**config.mk**
```make
export PLATFORM = sky130hd
export DESIGN_NAME = seven_segment_scatter_framebuffer_top
export DESIGN_NICKNAME = d
export VERILOG_FILES = /design/src/rtl/ssfb_pkg.sv /design/src/rtl/ssfb_ram.sv /design/src/rtl/ssfb_ctrl.sv /design/src/rtl/ssfb_dp.sv /design/src/rtl/seven_segment_scatter_framebuffer_top.sv
export VERILOG_INCLUDE_DIRS = /design/src /design/src/rtl
export SDC_FILE = /design/constraint.sdc
export NUM_CORES = 1
export LEC_CHECK = 0
export ABC_AREA = 1
export BUFFER_PORTS_ARGS = -buffer_cell sky130_fd_sc_hd__buf_4
export CORE_UTILIZATION = 35
export CTS_CLUSTER_SIZE = 16
export DETAILED_ROUTE_END_ITERATION = 12
export PLACE_DENSITY = 0.61
export SLEW_MARGIN = 25
export SYNTH_ARGS = -nofsm -noshare
export SYNTH_HDL_FRONTEND = slang
export SYNTH_SLANG_ARGS = --single-unit
```
**constraint.sdc**
```tcl
create_clock -name clk -period 3.1 [get_ports clk]
set_input_delay 0.465 -clock clk [delete_from_list [all_inputs] [get_ports clk]]
set_output_delay 0.465 -clock clk [all_outputs]
set_load 0.005 [all_outputs]
```
**src/rtl/assert_macros.svh**
```systemverilog
// Assertion helpers; clk and rst are taken from the enclosing scope.
`ifndef ASSERT_MACROS_SVH
`define ASSERT_MACROS_SVH

// Consequent checked in the same cycle.
`define CHK_SAME(label, ante, cons) \
  label: assert property (@(posedge clk) disable iff (rst) (ante) |-> (cons)) \
    else $error("check failed");

// Consequent checked in the next cycle.
`define CHK_NEXT(label, ante, cons) \
  label: assert property (@(posedge clk) disable iff (rst) (ante) |=> (cons)) \
    else $error("check failed");

`endif

```
**src/rtl/ssfb_pkg.sv**
```systemverilog
package ssfb_pkg;

  localparam int STORE_DEPTH     = 16;
  localparam int FRAME_BYTES_DEF = 16;
  localparam int CFG_DATA_W      = 3;

  localparam logic [7:0] CMD_MODE     = 8'h40;
  localparam logic [7:0] CMD_ADDR     = 8'hC0;
  localparam logic [7:0] CMD_DISP_OFF = 8'h80;
  localparam logic [7:0] CMD_DISP_ON  = 8'h88;
  localparam logic [3:0] MAX_DIGIT    = 4'd11;
  localparam logic [2:0] LAST_SEG     = 3'd6;

  typedef enum logic [1:0] {
    OP_SEG   = 2'd0,
    OP_CHAR  = 2'd1,
    OP_CLEAR = 2'd2,
    OP_FLUSH = 2'd3
  } op_t;

  typedef enum logic {
    CFG_BRIGHTNESS = 1'b0,
    CFG_DISPLAY_ON = 1'b1
  } cfg_idx_t;

  typedef enum logic [2:0] {
    ST_IDLE,
    ST_SEG_RD,
    ST_SEG_WR,
    ST_HDR_MODE,
    ST_HDR_ADDR,
    ST_DATA,
    ST_DISP
  } state_t;

  typedef enum logic [1:0] {
    ADDR_SEG,
    ADDR_CNT,
    ADDR_NEXT
  } addr_sel_t;

  typedef enum logic [1:0] {
    BYTE_MODE,
    BYTE_ADDR,
    BYTE_FRAME,
    BYTE_DISP
  } byte_sel_t;

  typedef struct packed {
    logic      load;
    logic      clear_frame;
    logic      mem_rd;
    logic      mem_wr;
    logic      cnt_clr;
    logic      cnt_inc;
    logic      emit;
    addr_sel_t addr_sel;
    byte_sel_t byte_sel;
  } ctrl_t;

  typedef struct packed {
    logic digit_ok;
    logic seg_last;
    logic cnt_last;
  } status_t;

  function automatic logic [6:0] font(input logic [7:0] ch);
    logic [6:0] f;
    unique case (ch)
      8'h30:   f = 7'h3F;
      8'h31:   f = 7'h06;
      8'h32:   f = 7'h5B;
      8'h33:   f = 7'h4F;
      8'h34:   f = 7'h66;
      8'h35:   f = 7'h6D;
      8'h36:   f = 7'h7D;
      8'h37:   f = 7'h07;
      8'h38:   f = 7'h7F;
      8'h39:   f = 7'h6F;
      default: f = 7'h00;
    endcase
    return f;
  endfunction

  function automatic logic [3:0] column(input logic [3:0] digit);
    logic [3:0] c;
    unique case (digit)
      4'd10:   c = 4'd12;
      4'd11:   c = 4'd13;
      default: c = digit;
    endcase
    return c;
  endfunction

endpackage

```
**src/rtl/ssfb_ram.sv**
```systemverilog
module ssfb_ram #(
  parameter int WIDTH = 8,
  parameter int DEPTH = 16
) (
  input  logic                     clk,
  input  logic                     we,
  input  logic [$clog2(DEPTH)-1:0] waddr,
  input  logic [WIDTH-1:0]         wdata,
  input  logic                     re,
  input  logic [$clog2(DEPTH)-1:0] raddr,
  output logic [WIDTH-1:0]         rdata
);

  logic [WIDTH-1:0] mem [DEPTH];

  always_ff @(posedge clk) begin
    if (we) begin
      mem[waddr] <= wdata;
    end
    if (re) begin
      rdata <= mem[raddr];
    end
  end

endmodule

```
**src/rtl/ssfb_ctrl.sv**
```systemverilog
module ssfb_ctrl (
  input  logic              clk,
  input  logic              rst,
  input  logic              start,
  input  logic [1:0]        op,
  input  ssfb_pkg::status_t status,
  output ssfb_pkg::ctrl_t   ctrl,
  output logic              busy
);

  ssfb_pkg::state_t state, state_next;

  always_ff @(posedge clk) begin
    if (rst) begin
      state <= ssfb_pkg::ST_IDLE;
    end else begin
      state <= state_next;
    end
  end

  always_comb begin
    state_next = state;
    unique case (state)
      ssfb_pkg::ST_IDLE: begin
        if (start) begin
          if (op == ssfb_pkg::OP_SEG || op == ssfb_pkg::OP_CHAR) begin
            state_next = status.digit_ok ? ssfb_pkg::ST_SEG_RD : ssfb_pkg::ST_IDLE;
          end else begin
            state_next = ssfb_pkg::ST_HDR_MODE;
          end
        end
      end
      ssfb_pkg::ST_SEG_RD:   state_next = ssfb_pkg::ST_SEG_WR;
      ssfb_pkg::ST_SEG_WR: begin
        state_next = status.seg_last ? ssfb_pkg::ST_IDLE : ssfb_pkg::ST_SEG_RD;
      end
      ssfb_pkg::ST_HDR_MODE: state_next = ssfb_pkg::ST_HDR_ADDR;
      ssfb_pkg::ST_HDR_ADDR: state_next = ssfb_pkg::ST_DATA;
      ssfb_pkg::ST_DATA: begin
        state_next = status.cnt_last ? ssfb_pkg::ST_DISP : ssfb_pkg::ST_DATA;
      end
      ssfb_pkg::ST_DISP:     state_next = ssfb_pkg::ST_IDLE;
      default:               state_next = ssfb_pkg::ST_IDLE;
    endcase
  end

  always_comb begin
    ctrl = '0;
    ctrl.addr_sel = ssfb_pkg::ADDR_SEG;
    ctrl.byte_sel = ssfb_pkg::BYTE_FRAME;
    busy = 1'b1;
    unique case (state)
      ssfb_pkg::ST_IDLE: begin
        busy = 1'b0;
        if (start) begin
          ctrl.load        = 1'b1;
          ctrl.cnt_clr     = 1'b1;
          ctrl.clear_frame = (op == ssfb_pkg::OP_CLEAR);
        end
      end
      ssfb_pkg::ST_SEG_RD: begin
        ctrl.mem_rd = 1'b1;
      end
      ssfb_pkg::ST_SEG_WR: begin
        ctrl.mem_wr  = 1'b1;
        ctrl.cnt_inc = 1'b1;
      end
      ssfb_pkg::ST_HDR_MODE: begin
        ctrl.emit     = 1'b1;
        ctrl.byte_sel = ssfb_pkg::BYTE_MODE;
      end
      ssfb_pkg::ST_HDR_ADDR: begin
        ctrl.emit     = 1'b1;
        ctrl.byte_sel = ssfb_pkg::BYTE_ADDR;
        ctrl.mem_rd   = 1'b1;
        ctrl.addr_sel = ssfb_pkg::ADDR_CNT;
      end
      ssfb_pkg::ST_DATA: begin
        ctrl.emit     = 1'b1;
        ctrl.byte_sel = ssfb_pkg::BYTE_FRAME;
        ctrl.mem_rd   = 1'b1;
        ctrl.addr_sel = ssfb_pkg::ADDR_NEXT;
        ctrl.cnt_inc  = 1'b1;
      end
      ssfb_pkg::ST_DISP: begin
        ctrl.emit     = 1'b1;
        ctrl.byte_sel = ssfb_pkg::BYTE_DISP;
      end
      default: begin
        busy = 1'b1;
      end
    endcase
  end

endmodule

```
**src/rtl/ssfb_dp.sv**
```systemverilog
module ssfb_dp #(
  parameter int FRAME_BYTES = ssfb_pkg::FRAME_BYTES_DEF
) (
  input  logic                                clk,
  input  logic                                rst,
  input  ssfb_pkg::ctrl_t                     ctrl,
  output ssfb_pkg::status_t                   status,
  input  logic [1:0]                          op,
  input  logic [3:0]                          digit,
  input  logic [7:0]                          seg_bits,
  input  logic [7:0]                          char_code,
  input  logic                                cfg_we,
  input  logic                                cfg_index,
  input  logic [ssfb_pkg::CFG_DATA_W-1:0]     cfg_data,
  output logic [7:0]                          data_byte,
  output logic                                strobe_start,
  output logic                                last
);

  localparam int AW    = $clog2(ssfb_pkg::STORE_DEPTH);
  localparam int CNT_W = $clog2(FRAME_BYTES);

  logic [2:0]       brightness;
  logic             display_on;
  logic [6:0]       pat;
  logic             hi;
  logic [7:0]       mask;
  logic [CNT_W-1:0] cnt;
  logic [ssfb_pkg::STORE_DEPTH-1:0] valid;
  logic             rd_valid;
  logic [AW-1:0]    addr;
  logic [7:0]       rd_data;
  logic [7:0]       cur_byte;
  logic [7:0]       wdata;
  logic [3:0]       col;

  assign col = ssfb_pkg::column(digit);

  always_ff @(posedge clk) begin
    if (rst) begin
      brightness <= 3'd7;
      display_on <= 1'b1;
    end else if (cfg_we) begin
      unique case (cfg_index)
        ssfb_pkg::CFG_BRIGHTNESS: brightness <= cfg_data[2:0];
        ssfb_pkg::CFG_DISPLAY_ON: display_on <= cfg_data[0];
        default: ;
      endcase
    end
  end

  always_ff @(posedge clk) begin
    if (ctrl.load) begin
      pat  <= (op == ssfb_pkg::OP_CHAR) ? ssfb_pkg::font(char_code) : seg_bits[6:0];
      hi   <= col[3];
      mask <= 8'd1 << col[2:0];
    end
  end

  always_ff @(posedge clk) begin
    if (rst) begin
      cnt <= '0;
    end else if (ctrl.cnt_clr) begin
      cnt <= '0;
    end else if (ctrl.cnt_inc) begin
      cnt <= cnt + CNT_W'(1);
    end
  end

  always_comb begin
    unique case (ctrl.addr_sel)
      ssfb_pkg::ADDR_SEG:  addr = AW'({cnt[2:0], hi});
      ssfb_pkg::ADDR_CNT:  addr = AW'(cnt);
      ssfb_pkg::ADDR_NEXT: addr = AW'(cnt) + AW'(1);
      default:             addr = AW'(cnt);
    endcase
  end

  always_ff @(posedge clk) begin
    if (rst || ctrl.clear_frame) begin
      valid <= '0;
    end else if (ctrl.mem_wr) begin
      valid[addr] <= 1'b1;
    end
  end

  always_ff @(posedge clk) begin
    if (ctrl.mem_rd) begin
      rd_valid <= valid[addr];
    end
  end

  ssfb_ram #(
    .WIDTH (8),
    .DEPTH (ssfb_pkg::STORE_DEPTH)
  ) u_ram (
    .clk   (clk),
    .we    (ctrl.mem_wr),
    .waddr (addr),
    .wdata (wdata),
    .re    (ctrl.mem_rd),
    .raddr (addr),
    .rdata (rd_data)
  );

  // entries never written since reset or clear read as zero
  assign cur_byte = rd_valid ? rd_data : 8'h00;
  assign wdata    = pat[cnt[2:0]] ? (cur_byte | mask) : (cur_byte & ~mask);

  always_comb begin
    unique case (ctrl.byte_sel)
      ssfb_pkg::BYTE_MODE:  data_byte = ssfb_pkg::CMD_MODE;
      ssfb_pkg::BYTE_ADDR:  data_byte = ssfb_pkg::CMD_ADDR;
      ssfb_pkg::BYTE_FRAME: data_byte = cur_byte;
      ssfb_pkg::BYTE_DISP: begin
        data_byte = display_on ? (ssfb_pkg::CMD_DISP_ON | {5'd0, brightness})
                               : ssfb_pkg::CMD_DISP_OFF;
      end
      default:              data_byte = cur_byte;
    endcase
  end

  assign strobe_start = ctrl.byte_sel != ssfb_pkg::BYTE_FRAME;
  assign last         = ctrl.byte_sel == ssfb_pkg::BYTE_DISP;

  assign status.digit_ok = digit <= ssfb_pkg::MAX_DIGIT;
  assign status.seg_last = cnt[2:0] == ssfb_pkg::LAST_SEG;
  assign status.cnt_last = cnt == CNT_W'(FRAME_BYTES - 1);

endmodule

```
**src/rtl/seven_segment_scatter_framebuffer_top.sv**
```systemverilog
// Shadow frame for a serial seven-segment LED driver.
// Command channel: an operation is taken when start is high and busy is low.
//   op 0 writes a raw segment pattern to one digit, op 1 writes a character
//   ('0'-'9' shown, anything else blank), op 2 clears the frame and flushes,
//   op 3 flushes. Digits above 11 make writes a no-op.
// Writes produce no results and keep busy high through a read and a write
//   of the frame RAM for each of 7 segments; an out-of-range digit leaves
//   busy low.
// A flush produces FRAME_BYTES + 3 results on consecutive cycles starting the
//   cycle after the command: 0x40, 0xC0, the frame bytes, then the display
//   command. Busy stays high while those results are sent, so a new command
//   is taken only after the display command.
// Each result is valid for one cycle under result_valid; strobe_start marks
//   the first byte of each strobe group and last the display command. There
//   is no backpressure on results.
// Config: cfg_index 0 is brightness, 1 is display_on; cfg_ready is always
//   high. The user makes writes while busy is low; the block does not check.
// Reset clears the frame to zero, brightness to 7 and display_on to 1.
module seven_segment_scatter_framebuffer_top #(
  parameter int FRAME_BYTES = ssfb_pkg::FRAME_BYTES_DEF
) (
  input  logic                            clk,
  input  logic                            rst,
  input  logic                            start,
  output logic                            busy,
  input  logic [1:0]                      op,
  input  logic [3:0]                      digit,
  input  logic [7:0]                      seg_bits,
  input  logic [7:0]                      char_code,
  output logic                            result_valid,
  output logic [7:0]                      data_byte,
  output logic                            strobe_start,
  output logic                            last,
  input  logic                            cfg_valid,
  output logic                            cfg_ready,
  input  logic                            cfg_index,
  input  logic [ssfb_pkg::CFG_DATA_W-1:0] cfg_data
);

  `include "assert_macros.svh"

  ssfb_pkg::ctrl_t   ctrl;
  ssfb_pkg::status_t status;

  assign cfg_ready    = 1'b1;
  assign result_valid = ctrl.emit;

  ssfb_ctrl u_ctrl (
    .clk    (clk),
    .rst    (rst),
    .start  (start),
    .op     (op),
    .status (status),
    .ctrl   (ctrl),
    .busy   (busy)
  );

  ssfb_dp #(
    .FRAME_BYTES (FRAME_BYTES)
  ) u_dp (
    .clk          (clk),
    .rst          (rst),
    .ctrl         (ctrl),
    .status       (status),
    .op           (op),
    .digit        (digit),
    .seg_bits     (seg_bits),
    .char_code    (char_code),
    .cfg_we       (cfg_valid && cfg_ready),
    .cfg_index    (cfg_index),
    .cfg_data     (cfg_data),
    .data_byte    (data_byte),
    .strobe_start (strobe_start),
    .last         (last)
  );

  `CHK_NEXT(a_flush_opens, start && !busy && (op == ssfb_pkg::OP_FLUSH || op == ssfb_pkg::OP_CLEAR), result_valid && strobe_start && (data_byte == ssfb_pkg::CMD_MODE))
  `CHK_NEXT(a_last_frees, result_valid && last, !busy && !result_valid)
  `CHK_NEXT(a_bad_digit_noop, start && !busy && (op == ssfb_pkg::OP_SEG || op == ssfb_pkg::OP_CHAR) && (digit > ssfb_pkg::MAX_DIGIT), !busy)
  `CHK_SAME(a_idle_quiet, !busy, !result_valid)

endmodule
```
After elaboration in Yosys (flattened, before gate mapping)
Memories as Yosys holds them, arrays and structs flattened. A register that Yosys moved wholly into a read port is not among the register bits.
Cells that the tools add are included.
{"block": "op_classes", "n_addsub": 1, "order_cmp": 4, "n_shift": 1, "mux": 33, "bitwise": 5, "reduce_logical": 13, "n_eq_ne": 28}
{"operator": "8-bit by 6-bit equality test with 1-bit output (second input constant)", "count": 10}
{"operator": "7-bit case mux with 10 select lines", "count": 1}
{"operator": "8-bit case mux with 4 select lines", "count": 1}
{"operator": "3-bit case mux with 6 select lines", "count": 1}
{"operator": "8-bit two-way mux", "count": 2}
{"operator": "16-bit OR", "count": 1}
{"operator": "4-bit case mux with 2 select lines", "count": 2}
{"operator": "1-bit two-way mux", "count": 14}
{"operator": "3-bit equality test (second input constant)", "count": 4}
{"operator": "4-bit equality test (second input constant)", "count": 3}
{"operator": "8-bit AND", "count": 1}
{"operator": "2-bit equality test (second input constant)", "count": 4}
{"operator": "8-bit NOT", "count": 1}
{"operator": "8-bit OR", "count": 1}
{"operator": "1-bit by 3-bit << shifter with 8-bit output (first input constant)", "count": 1}
{"operator": "7-bit two-way mux", "count": 1}
{"operator": "3-bit by 2-bit equality test with 1-bit output (second input constant)", "count": 2}
{"operator": "2-bit zero test", "count": 3}
{"operator": "2-bit two-way mux", "count": 3}
{"operator": "3-bit two-way mux", "count": 2}
{"operator": "2-bit case mux with 3 select lines", "count": 1}
{"operator": "4-bit by 5-bit less-than comparator with 1-bit output (second input constant)", "count": 1}
{"operator": "4-bit by 1-bit adder with 4-bit output (second input constant)", "count": 1}
{"operator": "1-bit binary-select mux with 4-bit select", "count": 1}
{"operator": "other kinds (18)", "count": 23}
{"block": "totals", "out_inout_bits": 13, "reg_bits": 44, "memories": 1, "input_bits": 30, "elab_cells": 95, "ramBits": 128}
{"name": "u_dp.u_ram.mem", "depth": 16, "word_bits": 8, "read_ports": 1, "rd_clocked_by_memory_dff": 1, "wr": 1, "line": "ssfb_ram.sv:14", "source": "logic [WIDTH-1:0] mem [DEPTH];"}

Depth between registers and ports, before layout
{"block": "depth", "depth_word": 9, "mapped_depth": 15, "depth_no_buf": 13}

By module
A second synthesis with hierarchy kept.
{"block": "unflattened", "hier_cells": 941, "area_unflattened_um2": 8575.7}
{"mod": "ssfb_ram", "area_per_inst_um2": 5846.9, "cells_per_inst": 551, "n_inst": 1, "seq_area_each_um2": 4083.9}
{"mod": "ssfb_dp", "area_per_inst_um2": 2419.8, "cells_per_inst": 337, "n_inst": 1, "seq_area_each_um2": 991.0}
{"mod": "ssfb_ctrl", "area_per_inst_um2": 297.8, "cells_per_inst": 51, "n_inst": 1, "seq_area_each_um2": 60.1}
{"mod": "seven_segment_scatter_framebuffer_top", "area_per_inst_um2": 11.3, "cells_per_inst": 2, "n_inst": 1, "seq_area_each_um2": 0.0}

Least setup slack after synthesis
Ideal clock, no wire load.
{"block": "synth_path", "path_kind": "flip-flop to flip-flop", "startpoint": "register u_dp.cnt[0]", "endpoint": "memory u_dp.u_ram.mem[4][0] (enable)", "period_less_slack_ns": 2.170, "n_path_buf": 2, "arrival_time_ns": 1.796, "path_slack_ns": 0.930, "path_stages_with_launch": 9, "required_time_ns": 2.726, "setup_ns": 0.374, "cell_sequence": "dfxtp_1 -> buf_2 -> inv_2 -> ha_1 -> o22ai_1 -> nor2_1 -> buf_4 -> nand3_1 -> nor2_1"}
{"block": "synth_between", "elab_chain_cells": 2}
{"element": "start, declared", "line": "ssfb_dp.sv:28", "source": "logic [CNT_W-1:0] cnt;"}
{"element": "start signal, assigned", "line": "ssfb_dp.sv:66", "source": "cnt <= cnt + CNT_W'(1);"}
{"element": "4-bit by 1-bit adder with 4-bit output", "line": "ssfb_dp.sv:74", "source": "ssfb_pkg::ADDR_NEXT: addr = AW'(cnt) + AW'(1);"}
{"element": "4-bit case mux with 2 select lines *", "line": "ssfb_dp.sv:71", "source": "unique case (ctrl.addr_sel)"}
{"element": "end, declared", "line": "ssfb_ram.sv:14"}
Every way passes the cells marked *; elsewhere a longest branch is shown, timed or not.

Worst setup path in the final report
{"block": "layout_path", "startpoint": "register u_ctrl.state[2]", "endpoint": "memory u_dp.u_ram.mem[1][3] (enable)"}
{"block": "layout_between", "elab_chain_cells": 4, "elab_cells_between_ends": 10, "cone_classes": "eq/ne: 4; mux: 5; reduce/logical: 1"}
{"element": "start, declared", "line": "ssfb_ctrl.sv:11", "source": "ssfb_pkg::state_t state, state_next;"}
{"element": "start signal, assigned", "line": "ssfb_ctrl.sv:15", "source": "state <= ssfb_pkg::ST_IDLE;"}
{"element": "start signal, assigned", "line": "ssfb_ctrl.sv:17", "source": "state <= state_next;"}
{"element": "3-bit equality test / 3-bit by 2-bit equality test with 1-bit output (equally long branches)", "line": "ssfb_ctrl.sv:52", "source": "unique case (state)"}
{"element": "2-bit case mux with 2 select lines / 1-bit two-way mux (equally long branches)", "line": "ssfb_ctrl.sv:52"}
{"element": "2-bit equality test (tied with other cells)", "line": "ssfb_dp.sv:71"}
{"element": "4-bit case mux with 2 select lines / 1-bit two-way mux (equally long branches)", "line": "ssfb_dp.sv:71, ssfb_ram.sv:18"}
Several ways; a longest one is shown, not always the timed one.

==> results.yml <==
drt:
  wl_per_cell_um: 15.6
  drt_iter0_drc: 485
  wl_met2_mm: 9.43
  routed-wl-met3_mm: 1.04
  drc_errors: 0
  viasPerCell: 4.88
  highest_layer: "met4"
  wirelength_mm: 20.1
  drtAntennaViolNets: 0
  vias: 6312
  firstDrtPassIters: 5
  wl_met1_mm: 9.26
setup_path:
  reg2reg_setup_slack_ns: 0.46
  cp_slowest_cell: "dfxtp_1"
  worstSetupEndpointType: "flip-flop"
  path_cells: "nand3_4 -> nand2_1 -> o21ai_1 -> nor2_1 -> inv_2 -> nor2_1 -> inv_1 -> nor2_2"
  cp-start-kind: "flip-flop"
  r2r_start: "u_ctrl.state[2]$_SDFFE_PP0P_"
  crit_top_cell: "nor2_1"
  worstSetupStartpoint: "u_ctrl.state[2]$_SDFFE_PP0P_"
  reg2reg_depth: 8
  r2r-end: "u_dp.u_ram.mem[1][3]$_DFFE_PP_"
  crit_fanout: 9
  critPathTopFamily: "simple AND/OR/NAND/NOR gates"
  crit_buf_inv: 2
  cp.depth: 8
  criticalPathCategory: "reg2reg"
  critPathMaxStageDelay_ns: 0.62
  arrival_ns: 2.72
  critPathRequiredTime_ns: 3.17
synth:
  ys.warnings.count: 0
  yosys.area.top_type: "edfxtp_1"
  synth_ff_type: "edfxtp_1"
  ys_ff_latch: 180
  synth.distinct_cells: 33
  synthTopCellsByArea: "edfxtp_1, nand2_1, dfxtp_1, nand4_1, nor2_1"
  synth_seq_area_share_pct: 60.9
  ys_async_sr_fraction_pct: 0
  synth_common_cells: "nand2_1, edfxtp_1, nand4_1"
  synth_nets: 949
  synthCells: 917
  syn_area_per_cell_um2: 9.20
  yosysMostFrequentCell: "nand2_1"
  synth_edf_count: 153
  synth_top_area_share_pct: 54.5
  syn_area_um2: 8440
cells_and_area:
  nFillCells: 2322
  multi_input_area_um2: 2810
  final_layout_size_suffix_gt1_share_pct: 13.1
  utilization_pct: 41.3
  syn2layout_area_growth_pct: 15.3
  antenna_cells: 0
  layout.nets: 994
  ff_latch_area_um2: 5130
global_routing:
  antenna_found_initial: 0
  grt_usage_pct: 17.1
  grt_pass1_wl_mm: 31.9
  grt_max_degree: 73
  gr-total-overflow: 0
  grt_pass1_vias: 5955
floorplan:
  start_util_pct: 35.8
  die_width_um: 157
  dieArea_um2: 24700
  die_h_um: 157
  core_um2: 23500
  io-pin-count: 43
  core.rowCount: 56
clock_tree:
  clock_sinks: 180
  clockBufferDepth: 2
  cts_resized: 0
  cts_buffers: 17
  root_buffer: "clkbuf_16"
  clk_pin_slew_ns: 0.07
  ctsHoldBuffers: 0
  post_cts_buffers: 0
  cts_tree: "built"
  htree_levels: 4
  clkLatencyLatePin_ns: 0.44
sta:
  fmax_mhz: 378
  fin_crit_ns: 2.64
  setup_viol: 0
  hold_violations: 0
  setup_ws_ns: 0.458
  slew_headroom_pct: 40.1
  finalSetupTns_ns: 0
  finClkSkew_ns: 0.0102
  max_slew.worst_pin.slew_ns: 0.899
  final_max_slew_viol_count: 0
  rsz0062_at_grt: "false"
  finalCritPeriodShare_pct: 85.2
placed_design:
  place_ws_ns: 0.448
  place.gp.congestion: 0.897
  dpl.hpwl_mm: 12.6
  port_buffers: 40
power_and_ir_drop:
  ir_worst_vdd_mv: 0.423
  leakagePower_nw: 4.17
  powerDensity_nw_per_um2: 633
hold_path:
  hold_end: "u_ctrl.state[1]$_SDFFE_PP0P_"
  worstHoldPathType: "in2reg"
  hold_start: "rst"
  min_delay_path_depth: 2
status:
  status: "finished clean"
run:
  drv_cap: 0
## stage by stage
| stage | instance area (um^2) | cells | hold slack (ns) | power [mW] |
|---|---|---|---|---|
| after floorplan | 8440 | 917 | 0.430 | 3.69 |
| after global placement | 9160 | 1262 | 0.440 | 4.14 |
| after detailed placement | 9160 | 1262 | 0.448 | 4.15 |
| after CTS | 9730 | 1294 | 0.196 | 6.19 |
| after global routing | 9730 | 1294 | 0.198 | 6.42 |
| final | 9730 | 1294 | 0.210 | 6.16 |
## flip-flops by register name, indices dropped and copies added (netlist names), 3 cells and up
register,flops
u_dp.u_ram.rdata,8
u_dp.valid,16
u_ctrl.state,3
u_dp.u_ram.mem,128
u_dp.cnt,4
u_dp.mask,8
u_dp.brightness,3
u_dp.pat,7
## cell usage in the layout (no fill, tap or decap), types with 17 or more instances in the layout
| cell type | count |
|---|---|
| nor2_1 | 65 |
| dfxtp_1 | 27 |
| nand4_1 | 78 |
| nand3_1 | 26 |
| a21oi_1 | 24 |
| buf_4 | 75 |
| nand2_1 | 375 |
| inv_1 | 62 |
| edfxtp_1 | 153 |
| clkbuf_16 | 17 |
## power by group
| part | total [mW] | switching, mW | internal (mW) |
|---|---|---|---|
| Combinational | 1.15 | 0.808 | 0.344 |
| Sequential | 2.95 | 0.0743 | 2.88 |
| Clock | 2.05 | 0.955 | 1.10 |
## kinds of logic (layout without fill, tap and decap cells)
logic type | count (synthesis) | after routing | share of synthesized area (%)
other | 1 | 1 | 0.0445
buffers and inverters | 117 | 175 | 6.08
adder cells (fa/ha/maj) | 2 | 2 | 0.297
AND/OR/NAND/NOR | 566 | 566 | 29.1
flip-flops | 180 | 180 | 60.9
XOR/XNOR | 3 | 3 | 0.312
AO/OA/AOI/OAI | 48 | 48 | 3.25
## area by class of cell
type                    count  area share, %
clock buffers              19           4.66
inverters                  68           2.62
well taps                 319           4.10
flip-flops and latches    180           52.8
multi-input cells         620           28.9
repair buffers             75           5.79
clock inverters            13           1.17
## routing by layer
layer | global-route usage, % | up-vias
met2 | 27.7 | 143
met5 | 0 | -
met4 | 5.83 | 0
met1 | 22.7 | 2982
li1 | - | 3162
met3 | 3.69 | 25
## worst max path at each step
stage | end | slack, ns
6_report | u_dp.u_ram.mem[1][3]$_DFFE_PP_ | 0.46
5_1_grt | u_dp.u_ram.mem[0][3]$_DFFE_PP_ | 0.21
4_1_cts | u_dp.u_ram.rdata[2]$_DFFE_PP_ | 0.43
3_5_place_dp | u_dp.u_ram.rdata[2]$_DFFE_PP_ | 0.45
2_1_floorplan | u_dp.u_ram.mem[4][0]$_DFFE_PP_ | 0.93
3_3_place_gp | u_dp.u_ram.rdata[4]$_DFFE_PP_ | 0.47
## worst reg2reg max path, stage by stage, from the launching register on
cell and delay [ns]:
dfxtp_1 0.62, nand3_4 0.24, nand2_1 0.22, o21ai_1 0.08
nor2_1 0.29, inv_2 0.07, nor2_1 0.22, inv_1 0.12
nor2_2 0.43
(Power assumes the default switching activity.)
